## src/rtl/eras_pkg.sv

```systemverilog
package eras_pkg;

    typedef logic [1:0] t_kind;
    typedef logic [1:0] t_phase;
    typedef logic [1:0] t_mode;

    localparam t_kind KIND_START = 2'd0;
    localparam t_kind KIND_TICK  = 2'd1;
    localparam t_kind KIND_LOAD  = 2'd2;

    localparam t_phase PH_STOPPED = 2'd0;
    localparam t_phase PH_IDLE    = 2'd1;
    localparam t_phase PH_RUNNING = 2'd2;

    localparam t_mode MODE_SMOOTH = 2'd0;
    localparam t_mode MODE_INOUT  = 2'd1;
    localparam t_mode MODE_OUTQ   = 2'd2;
    localparam t_mode MODE_INQ    = 2'd3;

    // Progress step of 0.042 in unsigned Q1.16.
    localparam logic [16:0] STEP_Q16 = 17'd2753;

endpackage

```

## src/rtl/eased_rect_animation_stepper_top.sv

```systemverilog
// Channel | Direction | Handshake                  | Word
// input   | in        | i_in_valid / o_in_ready    | i_kind, i_target_x/y/w/h/r
// output  | out       | o_out_valid / i_out_ready  | o_cur_x/y/w/h/r, o_anim_state
// config  | in        | i_cfg_we (no wait)         | i_cfg_wdata (ease mode)
//
// A start, a load, an unused kind or a tick that leaves the animation stopped goes from S_IDLE straight to S_DONE.
// A running tick uses one 33 x 19 bit multiplier: it squares the progress, multiplies once more
// for the cubic with the smoothstep curve only, then scales each of the five deltas.
// The input is not ready while a word is in work. A finished word waits in the output register,
// and the next word cannot complete until that register has been taken.
// Synchronous active-low reset clears the phase, the progress, the rectangle and the ease mode.
module eased_rect_animation_stepper_top (
    input  logic                  i_clk,
    input  logic                  i_rst_n,
    input  logic                  i_cfg_we,
    input  eras_pkg::t_mode       i_cfg_wdata,
    input  logic                  i_in_valid,
    output logic                  o_in_ready,
    input  eras_pkg::t_kind       i_kind,
    input  logic signed [15:0]    i_target_x,
    input  logic signed [15:0]    i_target_y,
    input  logic        [7:0]     i_target_w,
    input  logic        [7:0]     i_target_h,
    input  logic        [7:0]     i_target_r,
    output logic                  o_out_valid,
    input  logic                  i_out_ready,
    output logic signed [15:0]    o_cur_x,
    output logic signed [15:0]    o_cur_y,
    output logic        [7:0]     o_cur_w,
    output logic        [7:0]     o_cur_h,
    output logic        [7:0]     o_cur_r,
    output eras_pkg::t_phase      o_anim_state
);
    import eras_pkg::*;

    // Sequencer states.
    localparam logic [2:0] S_IDLE = 3'd0;
    localparam logic [2:0] S_SQ   = 3'd1;
    localparam logic [2:0] S_CUBE = 3'd2;
    localparam logic [2:0] S_EASE = 3'd3;
    localparam logic [2:0] S_MOVE = 3'd4;
    localparam logic [2:0] S_DONE = 3'd5;

    // Field order in the move sweep.
    localparam logic [2:0] FLD_X    = 3'd0;
    localparam logic [2:0] FLD_Y    = 3'd1;
    localparam logic [2:0] FLD_W    = 3'd2;
    localparam logic [2:0] FLD_H    = 3'd3;
    localparam logic [2:0] FLD_R    = 3'd4;
    localparam logic [2:0] FLD_LAST = 3'd5;

    logic [2:0]          r_state, n_state;
    t_mode               r_mode;
    t_phase              r_phase, n_phase;
    logic [16:0]         r_prog, n_prog;
    logic signed [15:0]  r_pos_x, n_pos_x, r_pos_y, n_pos_y;
    logic [7:0]          r_size_w, n_size_w, r_size_h, n_size_h, r_radius, n_radius;
    logic signed [15:0]  r_tgt_x, n_tgt_x, r_tgt_y, n_tgt_y;
    logic [7:0]          r_tgt_w, n_tgt_w, r_tgt_h, n_tgt_h, r_tgt_r, n_tgt_r;
    logic signed [51:0]  r_prod, n_prod;
    logic [15:0]         r_ease, n_ease;
    logic [2:0]          r_idx, n_idx;
    logic                r_out_valid, n_out_valid;
    logic signed [15:0]  r_out_x, n_out_x, r_out_y, n_out_y;
    logic [7:0]          r_out_w, n_out_w, r_out_h, n_out_h, r_out_r, n_out_r;
    t_phase              r_out_state, n_out_state;

    // Tick bookkeeping on the word at the input.
    logic [16:0]         tick_prog;
    t_phase              tick_phase;

    // Shared multiplier.
    logic signed [32:0]  mul_a;
    logic signed [18:0]  mul_b;
    logic signed [51:0]  mul_p;
    logic [15:0]         sq_in;
    logic [17:0]         cube_m;

    // Ease and move datapath.
    logic [31:0]         pp;
    logic [32:0]         inout_t;
    logic [32:0]         outq_t;
    logic [15:0]         ease_val;
    logic signed [15:0]  dx, dy;
    logic [7:0]          dw, dh, dr;
    logic signed [15:0]  mul_delta;
    logic [2:0]          fin_idx;
    logic signed [16:0]  fin_cur;
    logic signed [33:0]  fin_sum;
    logic signed [33:0]  fin_adj;
    logic [15:0]         fin_val;

    assign o_in_ready   = (r_state == S_IDLE);
    assign o_out_valid  = r_out_valid;
    assign o_cur_x      = r_out_x;
    assign o_cur_y      = r_out_y;
    assign o_cur_w      = r_out_w;
    assign o_cur_h      = r_out_h;
    assign o_cur_r      = r_out_r;
    assign o_anim_state = r_out_state;

    // An idle animation restarts from zero; a running one advances by one step.
    // Progress of 1.0 or more stops the animation.
    always_comb begin
        priority if (r_phase == PH_IDLE) begin
            tick_prog = '0;
        end else if (r_phase == PH_RUNNING) begin
            tick_prog = r_prog + STEP_Q16;
        end else begin
            tick_prog = r_prog;
        end
        if (tick_prog[16]) begin
            tick_phase = PH_STOPPED;
        end else if (r_phase == PH_IDLE) begin
            tick_phase = PH_RUNNING;
        end else begin
            tick_phase = r_phase;
        end
    end

    // The in-out quad curve squares the distance to 1.0 in its second half.
    // Progress stays below 1.0 while running, so the folded value fits in 16 bits.
    assign sq_in  = (r_mode == MODE_INOUT && r_prog[15]) ? 16'(17'h10000 - r_prog)
                                                           : r_prog[15:0];
    assign cube_m = 18'h30000 - {1'b0, r_prog[15:0], 1'b0};

    // Wrapped deltas toward the target.
    assign dx = r_tgt_x - r_pos_x;
    assign dy = r_tgt_y - r_pos_y;
    assign dw = r_tgt_w - r_size_w;
    assign dh = r_tgt_h - r_size_h;
    assign dr = r_tgt_r - r_radius;

    always_comb begin
        unique case (r_idx)
            FLD_X:   mul_delta = dx;
            FLD_Y:   mul_delta = dy;
            FLD_W:   mul_delta = {{8{dw[7]}}, dw};
            FLD_H:   mul_delta = {{8{dh[7]}}, dh};
            FLD_R:   mul_delta = {{8{dr[7]}}, dr};
            default: mul_delta = '0;
        endcase
    end

    always_comb begin
        unique case (r_state)
            S_SQ: begin
                mul_a = {17'd0, sq_in};
                mul_b = {3'd0, sq_in};
            end
            S_CUBE: begin
                mul_a = {1'b0, r_prod[31:0]};
                mul_b = {1'b0, cube_m};
            end
            default: begin
                mul_a = {{17{mul_delta[15]}}, mul_delta};
                mul_b = {3'd0, r_ease};
            end
        endcase
    end

    assign mul_p = mul_a * mul_b;

    // Ease value in Q0.16 from the registered products.
    assign pp      = r_prod[31:0];
    assign inout_t = 33'h1_0000_0000 - {pp, 1'b0};
    assign outq_t  = {r_prog[15:0], 17'd0} - {1'b0, pp};

    always_comb begin
        unique case (r_mode)
            MODE_SMOOTH: ease_val = r_prod[47:32];
            MODE_INOUT:  ease_val = r_prog[15] ? inout_t[31:16] : pp[30:15];
            MODE_OUTQ:   ease_val = outq_t[31:16];
            MODE_INQ:    ease_val = pp[31:16];
            default:     ease_val = pp[31:16];
        endcase
    end

    // The field whose product sits in r_prod is finished while the next one multiplies.
    assign fin_idx = r_idx - 3'd1;

    always_comb begin
        unique case (fin_idx)
            FLD_X:   fin_cur = {r_pos_x[15], r_pos_x};
            FLD_Y:   fin_cur = {r_pos_y[15], r_pos_y};
            FLD_W:   fin_cur = {9'd0, r_size_w};
            FLD_H:   fin_cur = {9'd0, r_size_h};
            FLD_R:   fin_cur = {9'd0, r_radius};
            default: fin_cur = '0;
        endcase
    end

    // cur + delta * ease / 65536, truncated toward zero, then wrapped to the field width.
    assign fin_sum = {fin_cur[16], fin_cur, 16'd0} + {r_prod[32], r_prod[32:0]};
    assign fin_adj = fin_sum + (fin_sum[33] ? 34'sh0FFFF : 34'sh0);
    assign fin_val = fin_adj[31:16];

    always_comb begin
        n_state     = r_state;
        n_phase     = r_phase;
        n_prog      = r_prog;
        n_pos_x     = r_pos_x;
        n_pos_y     = r_pos_y;
        n_size_w    = r_size_w;
        n_size_h    = r_size_h;
        n_radius    = r_radius;
        n_tgt_x     = r_tgt_x;
        n_tgt_y     = r_tgt_y;
        n_tgt_w     = r_tgt_w;
        n_tgt_h     = r_tgt_h;
        n_tgt_r     = r_tgt_r;
        n_prod      = r_prod;
        n_ease      = r_ease;
        n_idx       = r_idx;
        n_out_valid = r_out_valid && !i_out_ready;
        n_out_x     = r_out_x;
        n_out_y     = r_out_y;
        n_out_w     = r_out_w;
        n_out_h     = r_out_h;
        n_out_r     = r_out_r;
        n_out_state = r_out_state;

        unique case (r_state)
            S_IDLE: begin
                if (i_in_valid) begin
                    n_state = S_DONE;
                    unique case (i_kind)
                        KIND_START: begin
                            if (r_phase == PH_STOPPED) begin
                                n_phase = PH_IDLE;
                            end
                        end
                        KIND_LOAD: begin
                            n_pos_x  = i_target_x;
                            n_pos_y  = i_target_y;
                            n_size_w = i_target_w;
                            n_size_h = i_target_h;
                            n_radius = i_target_r;
                        end
                        KIND_TICK: begin
                            n_prog  = tick_prog;
                            n_phase = tick_phase;
                            if (tick_phase == PH_RUNNING) begin
                                n_tgt_x = i_target_x;
                                n_tgt_y = i_target_y;
                                n_tgt_w = i_target_w;
                                n_tgt_h = i_target_h;
                                n_tgt_r = i_target_r;
                                n_state = S_SQ;
                            end else begin
                                n_pos_x  = i_target_x;
                                n_pos_y  = i_target_y;
                                n_size_w = i_target_w;
                                n_size_h = i_target_h;
                                n_radius = i_target_r;
                            end
                        end
                        default: begin
                            n_state = S_DONE;
                        end
                    endcase
                end
            end
            S_SQ: begin
                n_prod  = mul_p;
                n_state = (r_mode == MODE_SMOOTH) ? S_CUBE : S_EASE;
            end
            S_CUBE: begin
                n_prod  = mul_p;
                n_state = S_EASE;
            end
            S_EASE: begin
                n_ease  = ease_val;
                n_idx   = FLD_X;
                n_state = S_MOVE;
            end
            S_MOVE: begin
                if (r_idx != FLD_LAST) begin
                    n_prod = mul_p;
                end
                if (r_idx != FLD_X) begin
                    unique case (fin_idx)
                        FLD_X:   n_pos_x  = fin_val;
                        FLD_Y:   n_pos_y  = fin_val;
                        FLD_W:   n_size_w = fin_val[7:0];
                        FLD_H:   n_size_h = fin_val[7:0];
                        FLD_R:   n_radius = fin_val[7:0];
                        default: n_radius = r_radius;
                    endcase
                end
                n_idx = r_idx + 3'd1;
                if (r_idx == FLD_LAST) begin
                    n_state = S_DONE;
                end
            end
            S_DONE: begin
                if (!r_out_valid || i_out_ready) begin
                    n_out_valid = 1'b1;
                    n_out_x     = r_pos_x;
                    n_out_y     = r_pos_y;
                    n_out_w     = r_size_w;
                    n_out_h     = r_size_h;
                    n_out_r     = r_radius;
                    n_out_state = r_phase;
                    n_state     = S_IDLE;
                end
            end
            default: begin
                n_state = S_IDLE;
            end
        endcase
    end

    always_ff @(posedge i_clk) begin
        if (!i_rst_n) begin
            r_state     <= S_IDLE;
            r_mode      <= MODE_SMOOTH;
            r_phase     <= PH_STOPPED;
            r_prog      <= '0;
            r_pos_x     <= '0;
            r_pos_y     <= '0;
            r_size_w    <= '0;
            r_size_h    <= '0;
            r_radius    <= '0;
            r_idx       <= FLD_X;
            r_out_valid <= 1'b0;
        end else begin
            r_state     <= n_state;
            if (i_cfg_we) begin
                r_mode <= i_cfg_wdata;
            end
            r_phase     <= n_phase;
            r_prog      <= n_prog;
            r_pos_x     <= n_pos_x;
            r_pos_y     <= n_pos_y;
            r_size_w    <= n_size_w;
            r_size_h    <= n_size_h;
            r_radius    <= n_radius;
            r_idx       <= n_idx;
            r_out_valid <= n_out_valid;
        end
    end

    always_ff @(posedge i_clk) begin
        r_tgt_x     <= n_tgt_x;
        r_tgt_y     <= n_tgt_y;
        r_tgt_w     <= n_tgt_w;
        r_tgt_h     <= n_tgt_h;
        r_tgt_r     <= n_tgt_r;
        r_prod      <= n_prod;
        r_ease      <= n_ease;
        r_out_x     <= n_out_x;
        r_out_y     <= n_out_y;
        r_out_w     <= n_out_w;
        r_out_h     <= n_out_h;
        r_out_r     <= n_out_r;
        r_out_state <= n_out_state;
    end

endmodule

```

## config.mk

```make
export PLATFORM = sky130hd
export DESIGN_NAME = eased_rect_animation_stepper_top
export DESIGN_NICKNAME = d
export VERILOG_FILES = /design/src/rtl/eras_pkg.sv /design/src/rtl/eased_rect_animation_stepper_top.sv
export SDC_FILE = /design/constraint.sdc
export NUM_CORES = 2
export LEC_CHECK = 0
export ABC_AREA = 1
export BUFFER_PORTS_ARGS = -buffer_cell sky130_fd_sc_hd__buf_4
export CAP_MARGIN = 20
export CELL_PAD_IN_SITES_DETAIL_PLACEMENT = 1
export CELL_PAD_IN_SITES_GLOBAL_PLACEMENT = 1
export CORE_MARGIN = 4
export CORE_UTILIZATION = 38
export CTS_CLUSTER_SIZE = 24
export DETAILED_ROUTE_END_ITERATION = 8
export GPL_TIMING_DRIVEN = 0
export PLACE_DENSITY_LB_ADDON = 0.1
export SYNTH_ARGS = -nofsm -noshare
export SYNTH_HDL_FRONTEND = slang
export SYNTH_SLANG_ARGS = --single-unit
```

## constraint.sdc

```tcl
create_clock -name i_clk -period 7.6 [get_ports i_clk]
set_input_delay 2.28 -clock i_clk [delete_from_list [all_inputs] [get_ports i_clk]]
set_output_delay 2.28 -clock i_clk [all_outputs]
set_load 0.02 [all_outputs]
```

==> metrics.csv <==
stage;metric;value;unit
worst_setup_path;reg2reg end;r_prod[44];
cells_and_area;synthesis-to-finish area growth;26.0;%
cells_and_area;most frequent cells in the layout;inv_1, nand2_1, fa_1;
worst_setup_path;arrival time worst endpoint;8.22;ns
placement;Placer Congestion;0.936;
yosys;yosys warns;0;
placement;IO Port Bufs;124;
timing;Final Hold Fails;0;
worst_setup_path;WP buf/inv;6;
die;die area;102000;um^2
worst_setup_path;RR Startpoint;r_pos_y[0];
worst_setup_path;Worst Setup Start Kind;flop;
clock_tree;CTS root buffer;clkbuf_16;
die;Die H;319;um
yosys;syn_area_per_cell;7.83;um^2
worst_setup_path;Worst EP required;7.96;ns
drt;Antenna Nets Post-Route;0;
die;Initial Utilization;38.6;%
drt;wire length per cell;24.3;um
global_routing;GRT Overall Usage;29.8;%
cells_and_area;ant diodes;0;
yosys;Post-synth EDFFs;178;
worst_setup_path;worst r2r path cells;30;
clock_tree;CTS Buf Count;29;
yosys;async set or reset register ratio after synthesis;0;%
drt;vias;33600;
timing;relative slew slack;22.9;%
timing;Max Clock Freq;127;MHz
yosys;prevailing post-synth register cell;edfxtp_1;
outcome;failing checks;setup timing;
worst_setup_path;CP Capture Type;flop;
worst_setup_path;crit-path max cell delay;0.60;ns
drt;DRT Pass-1 Iters;7;
global_routing;first-pass GRT wire length;230000;um
global_routing;grt ovf;0;
placement;dpl ws;-2.31;ns
timing;skew final;0.0236;ns
worst_setup_path;slowest CP cell;fa_1;
clock_tree;CTS clk-pin slew, worst paths;0.07;ns
clock_tree;Clock Sinks;262;
die;Chip Width;319;um
timing;Max Slew Vio Count;0;
clock_tree;CTS tree;built;
drt;1st-iter DRT viols;1941;
min_path;end point of the worst hold path;o_cur_h[4];
worst_setup_path;FF-to-FF setup slack;-0.26;ns
yosys;sequential area share after synthesis;19.1;%
global_routing;largest net degree at the start of global routing;49;
timing;setup ws final;-0.261;ns
worst_setup_path;CP top delay family;adder cells;
timing;Final Cycle Share;103;%
cells_and_area;final-layout fill cell count;11500;
clock_tree;Max Buffers Root-to-Sink;3;
cells_and_area;Nets;5968;
drt;final wirelength;156000;um
timing;Finish-stage setup viols;22;
yosys;Post-Syn Nets;5553;
yosys;Syn Inst Count;4708;
worst_setup_path;Worst Path Max Fanout;4;
timing;Tmin final;7.86;ns
min_path;HP Start;r_size_h[4];
yosys;Synth Register Bits;262;
yosys;Yosys cell types;60;
flow_run;Max Cap Viol;0;
die;core footprint;95600;um^2
drt;Via density;5.25;
global_routing;initial antenna violation count;1;
timing;RSZ-0062 raised after global routing;true;
die;Placement Rows;113;
clock_tree;H-tree Lvls;1;
placement;DP Wirelength;123000;um
drt;drt drc;0;
clock_tree;Clock Latency Late Sink;0.61;ns
cells_and_area;layout cell share with drive strength beyond 1;22.6;%
global_routing;vias in the first global route;36000;
min_path;Hold Crit Depth;0;
die;IO Count;125;
min_path;Hold Crit Class;flop to flop;
worst_setup_path;most frequent CP cell;fa_1;
cells_and_area;leading cell type in the layout, fill and taps excluded;inv_1;
yosys;Syn Std Cell Area;36900;um^2
timing;Worst-Margin Slew;1.14;ns
outcome;status;finished with violations;
worst_setup_path;Setup CP Type;flop to flop;
## layer usage
metal	global-route usage [%]	vias to the layer above	share of wire [%]
li1	-	15300	-
met1	37.0	17100	40
met2	53.4	932	50
met3	2.47	296	4.4
met4	12.3	2	5.2
met5	0	-	0.0083
## worst max path at each step
| stage | startpoint | end | cells past startpoint |
|---|---|---|---|
| floorplan | r_pos_x[5] | r_prod[45] | 39 |
| global placement | r_idx[0] | r_prod[36] | 33 |
| detailed placement | r_idx[1] | r_prod[36] | 34 |
| CTS | r_tgt_x[0] | r_prod[33] | 37 |
| global route | r_tgt_y[0] | r_prod[36] | 39 |
| finish | r_pos_y[0] | r_prod[44] | 30 |
## worst reg2reg max path: cells and delay by family (launching register included)
family                     cells  cell delay [ns]
AOI/OAI and AO/OA              4             0.87
xor gates and xnor gates       1             0.16
adders and majority gates      9             3.82
buffers and inverters          6             0.55
DFF                            1             0.40
and+or+nand+nor               10             1.82
## cell families (layout without fill, tap and decap cells)
kind of cell / after synthesis / after routing / share of synthesized area, %
and+or+nand+nor: 1767 / 1767 / 19.4
buffers and inverters: 1230 / 1667 / 12.7
AOI/OAI and AO/OA: 579 / 580 / 8.98
xor gates and xnor gates: 90 / 90 / 2.14
adders and majority gates: 780 / 780 / 37.7
DFF: 262 / 262 / 19.1
## registers in the layout, summed over array words and instances (netlist names), 3 cells and up
name,count
r_prod,48
r_prog,17
o_cur_x,16
o_cur_y,16
r_ease,16
r_pos_x,16
r_pos_y,16
r_tgt_x,16
r_tgt_y,16
o_cur_h,8
o_cur_r,8
o_cur_w,8
r_radius,8
r_size_h,8
r_size_w,8
r_tgt_h,8
r_tgt_r,8
r_tgt_w,8
r_idx,3
r_state,3
## layout make-up
cell class / instances / area (um^2) / area share, %
clock inverter: 20 / 279 / 0.601
sequential: 262 / 7080 / 15.2
buffer: 125 / 986 / 2.12
timing repair buffer: 381 / 3300 / 7.10
multi-input combinational: 3217 / 28200 / 60.7
timing repair inverter: 2 / 10.0 / 0.0216
tap: 1265 / 1580 / 3.41
inverter: 1105 / 4280 / 9.21
clock buffer: 34 / 764 / 1.65
## what timing repair did
item                       CTS  global route
hold buffers                 0             0
setup endpoints to repair   41            38
pin swaps                  206           190
cloned                       5             0
setup buffers              168            69
gates resized for setup    764           234
## cell usage after synthesis, drive strengths merged, types with 42 or more instances
| cell type | number | share of area [%] |
|---|---|---|
| inv | 1094 | 11 |
| nand2 | 979 | 10 |
| fa | 550 | 30 |
| nor2 | 544 | 5.6 |
| a21oi | 284 | 4.0 |
| ha | 230 | 7.8 |
| edfxtp | 178 | 15 |
| o21ai | 158 | 2.2 |
| nand3 | 120 | 1.7 |
| dfxtp | 84 | 4.6 |
| clkbuf | 83 | 0.85 |
| xor2 | 61 | 1.4 |
| buf | 42 | 0.64 |
## through the flow
| step | utilization (%) | area [um^2] | hold WS, ns | cells | TNS [ns] |
|---|---|---|---|---|---|
| 5_1_grt | 48.6 | 46400 | 0.445 | 6411 | -8.36 |
| 3_5_place_dp | 41.5 | 39600 | 0.418 | 6114 | -62.10 |
| 6_report | 48.6 | 46400 | 0.440 | 6411 | -3.03 |
| 3_3_place_gp | 41.2 | 39400 | 0.412 | 6097 | -130.93 |
| 4_1_cts | 47.2 | 45100 | 0.433 | 6341 | -0.994 |
| 2_1_floorplan | - | 36900 | 0.408 | 4708 | 0 |
Power is left out: the tool's default activity adds up to more than one toggle a clock period on the data nets, which glitch-free logic cannot reach.
